$ cat src/rtl/rop_pkg.sv
// ----------------------------------------------------------------------------
// rop_pkg
// Shared types, constants and helpers for the running one-pin checker.
// ----------------------------------------------------------------------------
package rop_pkg;

  localparam int PIN_COUNT_DEFAULT = 41;
  localparam int PIN_W            = 6;   // pin index width, up to 64 pins
  localparam int PIN_CNT_W        = 7;   // holds a pin count up to 64
  localparam int ERR_W            = 12;
  localparam int TMO_W            = 16;
  localparam int DEB_W            = 2;
  localparam int CFG_IDX_W        = 2;
  localparam int CFG_DATA_W       = 16;

  localparam logic [TMO_W-1:0] TIMEOUT_RESET  = 16'd5000;
  localparam logic [DEB_W-1:0] DEBOUNCE_RESET = 2'd3;
  localparam logic [DEB_W-1:0] SAMPLE_MAX     = 2'd3;
  localparam logic [ERR_W-1:0] ERR_MAX        = 12'd4095;

  typedef enum logic [CFG_IDX_W-1:0] {
    CFG_TIMEOUT_LIMIT  = 2'd0,
    CFG_DEBOUNCE_COUNT = 2'd1
  } cfg_idx_t;

  typedef struct packed {
    logic [TMO_W-1:0] timeout_counter;
    logic             sync_waiting;
    logic [PIN_W-1:0] pin_index;
    logic [DEB_W-1:0] sample_count;
    logic [ERR_W-1:0] errors;
    logic             led;
  } chk_state_t;

  typedef struct packed {
    logic [ERR_W-1:0] error_count;
    logic             led_on;
    logic             in_sync_wait;
    logic [PIN_W-1:0] target_pin;
    logic             pass_done;
    logic             pass_ok;
    logic             timed_out;
  } chk_result_t;

  // debounce counter: clears on mismatch, saturates on match
  function automatic logic [DEB_W-1:0] bump_samples(logic [DEB_W-1:0] cnt, logic match);
    logic [DEB_W-1:0] res;
    res = cnt;
    if (!match) begin
      res = '0;
    end else if (cnt < SAMPLE_MAX) begin
      res = cnt + DEB_W'(1);
    end
    return res;
  endfunction

endpackage

$ cat src/rtl/rop_tick.sv
// ----------------------------------------------------------------------------
// rop_tick
// Next-state and result logic for one sampled pin vector.
// ----------------------------------------------------------------------------
module rop_tick import rop_pkg::*; #(
  parameter int PIN_COUNT = PIN_COUNT_DEFAULT
) (
  input  logic [PIN_COUNT-1:0] levels,
  input  chk_state_t           cur,
  input  logic [TMO_W-1:0]     timeout_limit,
  input  logic [DEB_W-1:0]     debounce_count,
  output chk_state_t           nxt,
  output chk_result_t          res
);

  logic [PIN_COUNT-1:0] expect_vec;
  logic [PIN_COUNT-1:0] diff_vec;
  logic [PIN_CNT_W-1:0] bad;
  logic [ERR_W:0]       err_sum;
  logic [PIN_CNT_W-1:0] pin_inc;
  logic                 tout;
  logic                 done;
  logic                 ok;

  assign expect_vec = {{(PIN_COUNT-1){1'b0}}, 1'b1} << cur.pin_index;
  assign diff_vec   = levels ^ expect_vec;

  // count of pins off the one-hot pattern
  always_comb begin
    bad = '0;
    for (int i = 0; i < PIN_COUNT; i++) begin
      bad = bad + PIN_CNT_W'(diff_vec[i]);
    end
  end

  assign pin_inc = {1'b0, cur.pin_index} + PIN_CNT_W'(1);

  always_comb begin
    nxt     = cur;
    tout    = 1'b0;
    done    = 1'b0;
    ok      = 1'b0;
    err_sum = '0;

    if (cur.timeout_counter >= timeout_limit) begin
      nxt.led             = 1'b0;
      nxt.sync_waiting    = 1'b1;
      nxt.pin_index       = '0;
      nxt.errors          = ERR_W'(1);
      nxt.timeout_counter = '0;
      tout                = 1'b1;
    end else begin
      nxt.timeout_counter = cur.timeout_counter + TMO_W'(1);
    end

    if (nxt.sync_waiting) begin
      nxt.sample_count = bump_samples(cur.sample_count, !levels[0]);
      if (nxt.sample_count >= debounce_count) begin
        nxt.sync_waiting    = 1'b0;
        nxt.pin_index       = '0;
        nxt.sample_count    = '0;
        nxt.errors          = '0;
        nxt.timeout_counter = '0;
      end
    end else begin
      nxt.sample_count = bump_samples(cur.sample_count, (levels & expect_vec) != '0);
      if (nxt.sample_count >= debounce_count) begin
        nxt.sample_count = '0;
        if (bad != '0) begin
          nxt.led = 1'b0;
          err_sum = {1'b0, nxt.errors} + (ERR_W+1)'(bad);
          nxt.errors = (err_sum > {1'b0, ERR_MAX}) ? ERR_MAX : err_sum[ERR_W-1:0];
        end
        nxt.pin_index = pin_inc[PIN_W-1:0];
        if (pin_inc >= PIN_CNT_W'(PIN_COUNT)) begin
          done             = 1'b1;
          ok               = (nxt.errors == '0);
          nxt.led          = ok;
          nxt.sync_waiting = 1'b1;
          nxt.pin_index    = '0;
          nxt.errors       = '0;
        end
        nxt.timeout_counter = '0;
      end
    end
  end

  always_comb begin
    res.error_count  = nxt.errors;
    res.led_on       = nxt.led;
    res.in_sync_wait = nxt.sync_waiting;
    res.target_pin   = nxt.sync_waiting ? '0 : nxt.pin_index;
    res.pass_done    = done;
    res.pass_ok      = ok;
    res.timed_out    = tout;
  end

endmodule

$ cat config.mk
export PLATFORM = sky130hd
export DESIGN_NAME = rop_tick
export DESIGN_NICKNAME = d
export VERILOG_FILES = /design/src/rtl/rop_pkg.sv /design/src/rtl/rop_tick.sv
export SDC_FILE = /design/constraint.sdc
export NUM_CORES = 1
export LEC_CHECK = 0
export BUFFER_PORTS_ARGS = -buffer_cell sky130_fd_sc_hd__buf_2
export CAP_MARGIN = 20
export CORE_UTILIZATION = 45
export DETAILED_ROUTE_END_ITERATION = 6
export PLACE_DENSITY_LB_ADDON = 0.3
export SLEW_MARGIN = 10
export SYNTH_ARGS = -nofsm -noshare
export SYNTH_HDL_FRONTEND = slang
export SYNTH_SLANG_ARGS = --single-unit
$ cat constraint.sdc
create_clock -name vclk -period 8.93
set_input_delay 0.4465 -clock vclk [all_inputs]
set_output_delay 0.4465 -clock vclk [all_outputs]
set_load 0.005 [all_outputs]
# After elaboration in Yosys (flattened, before gate mapping)
# Index checks and enable logic that the tools add are counted.
# totals
regBits	0
elab_cells	82
# op_classes
shift	1
n_lt_le_gt_ge	6
addsub	44
n_reduce_logical	3
n_mux	26
n_bitwise	2
# ops
op	count
adder 7 x 1 -> 7 bit	34
two-way mux 37 bit	2
two-way mux 13 bit	5
bitwise AND 41 bit	1
nonzero test 41 bit	1
<< shifter 1 x 6 -> 41 bit (first input constant)	1
bitwise XOR 41 bit	1
two-way mux 38 bit	1
adder 16 x 1 -> 16 bit (second input constant)	1
greater-or-equal comparator 16 bit	1
two-way mux 16 bit	1
two-way mux 7 bit	2
adder 12 x 7 -> 13 bit	1
> comparator 13 x 12 -> 1 bit (second input constant)	1
zero test 12 bit	1
two-way mux 12 bit	1
two-way mux 2 bit	5
two-way mux 1 bit	8
adder 6 x 1 -> 7 bit	1
adder 6 x 1 -> 7 bit (second input constant)	1
greater-or-equal comparator 7 x 6 -> 1 bit (second input constant)	1
nonzero test 7 bit	1
adder 5 x 1 -> 6 bit	1
two-way mux 6 bit	1
other kinds (7)	8

# Logic depth before layout (Yosys ltp)
# Gate-level depths: netlist of the first run.
# logic_depth
ltp_word	53
mapped_depth	34
depth_no_buf	33

# Least setup slack after synthesis of the first run
# OpenSTA, ideal clock, no wires.
# synth_path
path_kind	input to output
startpoint	input port cur[20] (netlist bit)
endpoint	output port res[10] (netlist bit)
stages	30
path_buffers	4
slack_ns	0.109
required_ns	8.484
arrival_time_ns	8.374
path_cell_list	clkbuf_1 or2_2 clkbuf_1 nor2_1 ha_1 inv_1 fa_1 inv_1 fa_1 fa_1 fa_1 fa_1 inv_1 fa_1 fa_1 inv_1 fa_1 inv_1 fa_1 fa_1 nor2b_1 o311ai_0 a21oi_1 o21ai_2 buf_6 nor4_1 nor3_1 nor4_2 o21bai_1 buf_4
# synth_lines
element	line	rtl
start: declaration	rop_tick.sv:9	input chk_state_t cur,
end: declaration	rop_tick.sv:13	output chk_result_t res

==> impl_metrics.sql, run 1 <==
INSERT INTO impl_metrics (metric_group, metric, value, unit) VALUES
('routing', 'finalWirelength', '13.7', 'mm'),
('critical_path', 'setup.worst_path.class', 'in -> out', ''),
('routing', 'detail-route-antenna-nets', '0', ''),
('die', 'rows', '35', ''),
('global_routing', 'first_global_vias', '4556', ''),
('sta', 'final-max-slew-violation-count', '0', ''),
('routing', 'vias', '4831', ''),
('routing', 'post-route-drc-count', '0', ''),
('layout', 'finish.net_count', '968', ''),
('die', 'fp.coreArea', '0.00933', 'mm²'),
('critical_path', 'worst_ep_arrival_time', '8280', 'ps'),
('logic_synthesis', 'ys_seq_area_frac', '0', ''),
('placement', 'place.detailed.hpwl', '11.3', 'mm'),
('layout', 'drive_above_1_share', '0.316', ''),
('routing', 'avgRoutedWirePerCell', '15.6', 'µm'),
('critical_path', 'worst_path_max_delay_cell', 'sky130_fd_sc_hd__fa_1', ''),
('global_routing', 'initial_antenna_violation_count', '0', ''),
('layout', 'stdcell_count', '881', ''),
('sta', 'slew-limit-headroom', '0.497', ''),
('sta', 'final_period_util', '0.978', ''),
('die', 'dieArea', '0.0101', 'mm²'),
('die', 'die_w', '101', 'µm'),
('layout', 'synthToLayoutAreaGrowth', '26.0', '%'),
('clocking', 'postCtsHoldBufs', '0', ''),
('logic_synthesis', 'synth.distinct_cells', '67', ''),
('global_routing', 'grt-busiest-layer', 'met2', ''),
('global_routing', 'gr-usage-met3', '0.0111', ''),
('sta', 'achievable-frequency', '115', 'MHz'),
('global_routing', 'met2_usage', '0.448', ''),
('hold_path', 'hold_class', 'in -> out', ''),
('global_routing', 'grt_usage', '0.258', ''),
('logic_synthesis', 'yosysTopAreaCell', 'sky130_fd_sc_hd__ha_1', ''),
('routing', 'drt_pass1_iterations', '4', ''),
('logic_synthesis', 'synth_top_cells_by_area', 'sky130_fd_sc_hd__ha_1, sky130_fd_sc_hd__fa_1, sky130_fd_sc_hd__nor2_1', ''),
('routing', 'post_drt_via_cell_ratio', '5.48', ''),
('sta', 'final_setup_fails', '0', ''),
('global_routing', 'grt_util_met1', '0.359', ''),
('layout', 'layout.filler_cells', '851', ''),
('sta', 'minimum_clock_period_after_layout', '8730', 'ps'),
('layout', 'clock_buffer_count', '0', ''),
('die', 'initial_utilization', '0.469', ''),
('routing', 'drt_iter0_drc', '173', ''),
('die', 'io-pin-count', '158', ''),
('outcome', 'run_status', 'complete, no violations', ''),
('sta', 'hold-worst-slack', '1190', 'ps'),
('critical_path', 'first_element_of_the_critical_path', 'cur[15]', ''),
('layout', 'antenna_cells_inserted', '0', ''),
('critical_path', 'critical_path_required', '8480', 'ps'),
('die', 'die_extent_in_y', '101', 'µm'),
('logic_synthesis', 'synth_instances', '604', ''),
('global_routing', 'globalRoute.totalOverflow', '0', ''),
('placement', 'io_buffers', '158', ''),
('critical_path', 'slowest_delay', '550', 'ps'),
('logic_synthesis', 'synth.most_common_cell', 'sky130_fd_sc_hd__nor2_1', ''),
('sta', 'final_hold_violation_count', '0', ''),
('sta', 'tightest_slew', '755', 'ps'),
('logic_synthesis', 'syn_avg_cell_area', '7.24', 'µm²'),
('logic_synthesis', 'mappedNetlistArea', '0.00437', 'mm²'),
('layout', 'area.sequential', '0', 'µm²'),
('placement', 'place_congestion', '0.897', ''),
('layout', 'sequential_cell_total', '0', ''),
('global_routing', 'wire_length_of_the_first_global_routing_pass', '21.2', 'mm'),
('placement', 'post-place-cells', '871', ''),
('flow_run', 'cap_viol_max_count', '0', ''),
('logic_synthesis', 'synth.net_count', '818', ''),
('logic_synthesis', 'synthesis.yosys.warnings', '0', ''),
('critical_path', 'worst_setup_path_end_kind', 'output pin', ''),
('global_routing', 'maximum_number_of_pins_on_one_net_before_global_route_repair', '20', ''),
('critical_path', 'worst_setup_path_start_kind', 'input port', ''),
('hold_path', 'hold_path_startpoint', 'cur[22]', ''),
('logic_synthesis', 'ys_top_cells_by_count', 'sky130_fd_sc_hd__nor2_1, sky130_fd_sc_hd__inv_1, sky130_fd_sc_hd__ha_1', ''),
('critical_path', 'maximum_fanout_along_the_worst_path', '5', ''),
('logic_synthesis', 'post-synth-top-area-fraction', '0.240', '');
## metrics by stage
step	util	TNS (ps)	worst slack (ps)	instance area [µm²]
2_1_floorplan	-	0	109	4370
3_3_place_gp	0.561	0	101	5230
3_5_place_dp	0.561	-177	-88.7	5230
4_1_cts	0.566	0	16.3	5280
5_1_grt	0.590	-236	-119	5510
6_report	0.590	0	199	5510
## worst max-delay path: cells and delay by family
family | cells | cell delay [ps]
AND/OR/NAND/NOR | 4 | 530
XOR/XNOR | 1 | 250
buffers and inverters | 10 | 860
adder cells (fa/ha/maj) | 13 | 5000
AO/OA/AOI/OAI | 5 | 1170
## layout by cell type, fill, tap and decap left out, types with 15 or more instances in the layout
master	Yosys	layout
sky130_fd_sc_hd__nor2_1	95	94
sky130_fd_sc_hd__buf_4	18	24
sky130_fd_sc_hd__o21ai_0	17	15
sky130_fd_sc_hd__nand3_1	21	21
sky130_fd_sc_hd__fa_1	33	30
sky130_fd_sc_hd__ha_1	84	77
sky130_fd_sc_hd__a21oi_1	23	19
sky130_fd_sc_hd__inv_1	86	86
sky130_fd_sc_hd__and3_1	15	15
sky130_fd_sc_hd__buf_2	6	157
sky130_fd_sc_hd__nand2_1	42	39
## cell type report
type / instances / area (µm²) / share of cell area
Inverter: 87 / 327 / 0.0593
Tap cell: 129 / 161 / 0.0293
Timing Repair Buffer: 184 / 1000 / 0.182
Multi-Input combinational cell: 481 / 4020 / 0.729
## per-layer routing
| layer | wire, µm | vias to the layer above |
|---|---|---|
| met4 | 320 | 0 |
| met1 | 6080 | 2256 |
| met5 | 0 | - |
| met2 | 6470 | 214 |
| li1 | - | 2335 |
| met3 | 874 | 26 |
## path summary, 6_finish.rpt
path | endpoint | depth (start not counted)
worst max-delay path | res[10] | 33
worst min-delay path | nxt[22] | 3
## what timing repair did
action / CTS / global route
resized for setup: 4 / 43
setup endpoints to repair: 2 / 27
pin swaps: 3 / 28
buffers inserted: 4 / 5
## cells by family (layout without fill, tap and decap cells)
| logic type | after synthesis | after routing | synth area share |
|---|---|---|---|
| xor+xnor | 22 | 22 | 0.0458 |
| compound gates | 99 | 99 | 0.157 |
| mux | 2 | 2 | 0.00486 |
| fa+ha+maj | 117 | 117 | 0.391 |
| buf+inv | 123 | 271 | 0.126 |
| simple gates | 241 | 241 | 0.274 |
Power of run 1 is left out: the tool's default activity adds up to more than one toggle a clock period on the data nets, which glitch-free logic cannot reach.
==> run 2, diff against run 1 <==
CELL_PAD_IN_SITES_DETAIL_PLACEMENT = 1   (was not set)
CELL_PAD_IN_SITES_GLOBAL_PLACEMENT = 2   (was not set)
CORE_UTILIZATION = 26   (was 45)
==> impl_metrics.sql, run 2 (synthesis results as in run 1) <==
INSERT INTO impl_metrics (metric_group, metric, value, unit) VALUES
('outcome', 'run_status', 'complete, no violations', ''),
('sta', 'final-max-slew-violation-count', '0', ''),
('sta', 'achievable-frequency', '115', 'MHz'),
('critical_path', 'worst_ep_arrival_time', '8270', 'ps'),
('routing', 'vias', '4861', ''),
('layout', 'commonest_non_fill_non_tap_cells_in_the_layout', 'sky130_fd_sc_hd__buf_2, sky130_fd_sc_hd__nor2_1, sky130_fd_sc_hd__inv_1', ''),
('flow_run', 'cap_viol_max_count', '0', ''),
('critical_path', 'slowest_delay', '560', 'ps'),
('sta', 'final_period_util', '0.977', ''),
('sta', 'final_hold_violation_count', '0', ''),
('routing', 'drt_iter0_drc', '162', ''),
('layout', 'drive_above_1_share', '0.341', ''),
('critical_path', 'timing.critical_path.mode_cell', 'sky130_fd_sc_hd__fa_1', ''),
('sta', 'tightest_slew', '816', 'ps'),
('critical_path', 'first_element_of_the_critical_path', 'cur[16]', ''),
('sta', 'minimum_clock_period_after_layout', '8720', 'ps'),
('sta', 'final_setup_fails', '0', ''),
('placement', 'place_congestion', '0.900', ''),
('critical_path', 'worst_path_max_delay_cell', 'sky130_fd_sc_hd__fa_1', ''),
('routing', 'drt_pass1_iterations', '4', ''),
('layout', 'clock_buffer_count', '0', ''),
('layout', 'layout.filler_cells', '2070', ''),
('critical_path', 'critical_path_required', '8480', 'ps'),
('routing', 'post_drt_via_cell_ratio', '4.90', ''),
('critical_path', 'worst_setup_ep', 'res[10]', ''),
('global_routing', 'initial_antenna_violation_count', '0', ''),
('die', 'rows', '47', ''),
('critical_path', 'worst_setup_path_end_kind', 'output pin', ''),
('global_routing', 'globalRoute.totalOverflow', '0', ''),
('placement', 'io_buffers', '158', ''),
('die', 'initial_utilization', '0.265', ''),
('routing', 'avgRoutedWirePerCell', '16.8', 'µm'),
('routing', 'detail-route-antenna-nets', '0', ''),
('layout', 'area.sequential', '0', 'µm²'),
('layout', 'synthToLayoutAreaGrowth', '32.9', '%'),
('global_routing', 'first_global_vias', '5089', ''),
('die', 'die_w', '132', 'µm'),
('placement', 'place.detailed.hpwl', '14.6', 'mm'),
('die', 'dieArea', '0.0173', 'mm²'),
('die', 'die_extent_in_y', '132', 'µm'),
('sta', 'hold-worst-slack', '1210', 'ps'),
('critical_path', 'worst_setup_path_start_kind', 'input port', ''),
('clocking', 'postCtsHoldBufs', '0', ''),
('die', 'io-pin-count', '158', ''),
('critical_path', 'setup.worst_path.class', 'in -> out', ''),
('routing', 'finalWirelength', '16.6', 'mm'),
('global_routing', 'maximum_number_of_pins_on_one_net_before_global_route_repair', '20', ''),
('global_routing', 'wire_length_of_the_first_global_routing_pass', '26.6', 'mm'),
('global_routing', 'grt_usage', '0.188', ''),
('die', 'fp.coreArea', '0.0165', 'mm²'),
('hold_path', 'hold_class', 'in -> out', ''),
('critical_path', 'maximum_fanout_along_the_worst_path', '5', ''),
('routing', 'post-route-drc-count', '0', ''),
('layout', 'most_common_library_cell_in_the_layout_ignoring_fill_and_taps', 'sky130_fd_sc_hd__buf_2', ''),
('sta', 'slew-limit-headroom', '0.456', ''),
('layout', 'sequential_cell_total', '0', ''),
('layout', 'antenna_cells_inserted', '0', ''),
('layout', 'finish.net_count', '988', '');
-- run 2: changes by cell type in the layout (fill, tap and decap cells not counted), moves of 3 or more --
| cell | change |
|---|---|
| sky130_fd_sc_hd__buf_4 | +21 |
| sky130_fd_sc_hd__inv_1 | -6 |
| sky130_fd_sc_hd__inv_2 | +6 |
| sky130_fd_sc_hd__a21oi_2 | -4 |
| sky130_fd_sc_hd__a21oi_1 | +3 |
| sky130_fd_sc_hd__xnor2_1 | -3 |
| sky130_fd_sc_hd__xnor2_2 | +3 |
-- run 2: critical path: cells and delay by family --
family | cells | cell delay (ps)
AO/OA/AOI/OAI | 8 | 1290
XOR/XNOR | 1 | 100
adder cells (fa/ha/maj) | 12 | 4970
AND/OR/NAND/NOR | 4 | 810
buffers and inverters | 7 | 650
-- run 2: final cells by class --
class / count / area, µm² / share of cell area
tap: 220 / 275 / 0.0474
inverter: 87 / 327 / 0.0562
multi-input combinational: 481 / 4060 / 0.698
timing repair buffer: 204 / 1150 / 0.198
-- run 2: stage by stage --
stage	instance area [µm²]	setup TNS (ps)	setup WS, ps	instances	utilization
global route	5810	-108	-52.5	992	0.352
floorplan	4370	0	109	604	-
global placement	5470	-7.71	-4.19	979	0.331
detailed placement	5470	-638	-246	979	0.331
CTS	5610	0	3.75	986	0.340
finish	5810	0	209	992	0.352
-- run 2: how the worst min path moves through the flow --
stage,start,endpoint,slack [ps],cells past startpoint
final,cur[22],nxt[22],1210,3
after global routing,cur[22],nxt[22],1230,3
after CTS,cur[22],nxt[22],1200,3
after detailed placement,cur[22],nxt[22],1200,3
after global placement,cur[22],nxt[22],1200,3
after floorplan,cur[22],nxt[22],920,1
-- run 2: what timing repair did --
action                                  in CTS  in global routing
resized for setup                           18                 33
endpoints found under the hold margin        0                  0
buffers inserted                             7                  6
endpoints found under the setup margin       7                 25
cloned                                       0                  0
pin swaps                                   14                 30
-- run 2: routing by layer --
layer	global-route usage	up-vias	wire (µm)
met5	0	-	0
met4	0.0136	0	170
met3	0.00849	10	470
met2	0.340	101	8280
met1	0.254	2376	7730
li1	-	2374	-
Power of run 2 is left out for the same reason.
==> run 3, diff against run 2 <==
CAP_MARGIN = not set   (was 20)
RECOVER_POWER = 25   (was not set)
==> impl_metrics.sql, run 3 (synthesis results as in run 1) <==
INSERT INTO impl_metrics (metric_group, metric, value, unit) VALUES
('routing', 'post_drt_via_cell_ratio', '4.89', ''),
('sta', 'final_setup_fails', '0', ''),
('critical_path', 'cp_num_buf_inv', '7', ''),
('hold_path', 'hold_class', 'in -> out', ''),
('critical_path', 'worst_setup_path_end_kind', 'output pin', ''),
('global_routing', 'maximum_number_of_pins_on_one_net_before_global_route_repair', '20', ''),
('critical_path', 'crit_family', 'adder cells', ''),
('critical_path', 'worst_ep_arrival_time', '8290', 'ps'),
('placement', 'io_buffers', '158', ''),
('die', 'die_extent_in_y', '132', 'µm'),
('critical_path', 'slowest_delay', '560', 'ps'),
('layout', 'most_common_library_cell_in_the_layout_ignoring_fill_and_taps', 'sky130_fd_sc_hd__buf_2', ''),
('die', 'io-pin-count', '158', ''),
('sta', 'final.setup.worst_slack', '194', 'ps'),
('routing', 'post-route-drc-count', '0', ''),
('placement', 'post-place-ws', '-246', 'ps'),
('die', 'initial_utilization', '0.265', ''),
('layout', 'commonest_non_fill_non_tap_cells_in_the_layout', 'sky130_fd_sc_hd__buf_2, sky130_fd_sc_hd__nor2_1, sky130_fd_sc_hd__inv_1', ''),
('hold_path', 'worst_hold_path.endpoint', 'nxt[22]', ''),
('global_routing', 'wire_length_of_the_first_global_routing_pass', '26.6', 'mm'),
('routing', 'vias', '4855', ''),
('outcome', 'run_status', 'complete, no violations', ''),
('layout', 'finish.net_count', '988', ''),
('critical_path', 'setup.worst_path.class', 'in -> out', ''),
('sta', 'final_period_util', '0.978', ''),
('critical_path', 'maximum_fanout_along_the_worst_path', '5', ''),
('placement', 'detailed_place.area', '0.00547', 'mm²'),
('die', 'die_w', '132', 'µm'),
('sta', 'final-max-slew-violation-count', '0', ''),
('global_routing', 'globalRoute.totalOverflow', '0', ''),
('global_routing', 'grt_usage', '0.188', ''),
('layout', 'stdcell_count', '992', ''),
('routing', 'avgRoutedWirePerCell', '16.8', 'µm'),
('layout', 'clock_buffer_count', '0', ''),
('flow_run', 'cap_viol_max_count', '0', ''),
('hold_path', 'hold-path-cell-count', '3', ''),
('die', 'dieArea', '0.0173', 'mm²'),
('critical_path', 'critical_path_required', '8480', 'ps'),
('routing', 'detail-route-antenna-nets', '0', ''),
('placement', 'place_congestion', '0.900', ''),
('sta', 'setup_total_negative_slack', '0', 'ps'),
('critical_path', 'timing.critical_path.mode_cell', 'sky130_fd_sc_hd__fa_1', ''),
('layout', 'drive_above_1_share', '0.328', ''),
('placement', 'post-place-cells', '979', ''),
('layout', 'sequential_cell_total', '0', ''),
('routing', 'drt_pass1_iterations', '4', ''),
('sta', 'achievable-frequency', '114', 'MHz'),
('layout', 'antenna_cells_inserted', '0', ''),
('layout', 'synthToLayoutAreaGrowth', '32.6', '%'),
('sta', 'final_hold_violation_count', '0', ''),
('global_routing', 'initial_antenna_violation_count', '0', ''),
('layout', 'layout.cell_area.non_filler', '0.00580', 'mm²'),
('hold_path', 'hold_path_startpoint', 'cur[22]', ''),
('routing', 'finalWirelength', '16.7', 'mm'),
('routing', 'drt_iter0_drc', '158', ''),
('layout', 'area.sequential', '0', 'µm²'),
('placement', 'place.detailed.hpwl', '14.6', 'mm'),
('sta', 'minimum_clock_period_after_layout', '8740', 'ps'),
('critical_path', 'worst_setup_path_start_kind', 'input port', ''),
('die', 'rows', '47', ''),
('global_routing', 'first_global_vias', '5089', ''),
('sta', 'tightest_slew', '834', 'ps'),
('critical_path', 'worst_path_max_delay_cell', 'sky130_fd_sc_hd__fa_1', ''),
('sta', 'slew-limit-headroom', '0.444', ''),
('die', 'fp.coreArea', '0.0165', 'mm²');
-- run 3: cell count changes in the layout (fill, tap and decap cells not counted), sizes merged --
cell / previous run / this run
buf: 203 / 193
clkbuf: 1 / 11
-- run 3: worst max-delay path by stage --
stage | to | slack [ps] | from | cells past startpoint
2_1_floorplan | res[10] | 110 | cur[20] | 30
3_3_place_gp | res[10] | -4 | cur[15] | 30
3_5_place_dp | res[10] | -250 | cur[15] | 32
4_1_cts | res[10] | 4 | cur[15] | 34
5_1_grt | res[10] | -50 | cur[18] | 33
6_report | res[10] | 190 | cur[16] | 32
-- run 3: final cells by class --
| cell class | count | area, µm² |
|---|---|---|
| fill | 2075 | 10700 |
| multi-input combinational | 481 | 4060 |
| timing repair buffer | 204 | 1140 |
| inverter | 87 | 327 |
| tap | 220 | 275 |
-- run 3: what timing repair did --
item	4_1_cts	5_1_grt
hold buffers	0	0
endpoints found under the setup margin	7	25
resized for setup	18	33
buffers inserted	7	6
pin swaps	14	30
-- run 3: worst min-delay path: stages --
cell	delay, ps
sky130_fd_sc_hd__buf_2	130
sky130_fd_sc_hd__nor2_1	60
sky130_fd_sc_hd__buf_2	120
-- run 3: per-stage QoR --
| stage | utilization | hold WS, ps |
|---|---|---|
| after detailed placement | 0.331 | 1200 |
| after CTS | 0.340 | 1200 |
| after floorplan | - | 924 |
| final | 0.351 | 1200 |
| after global routing | 0.351 | 1230 |
| after global placement | 0.331 | 1200 |
-- run 3: layer usage --
metal,wire [µm],share of wire,GRT usage,vias up
li1,-,-,-,2373
met1,7720,0.46,0.254,2371
met2,8330,0.50,0.340,101
met3,436,0.026,0.00849,10
met4,170,0.010,0.0136,0
met5,0,0,0,-
Power of run 3 is left out for the same reason.
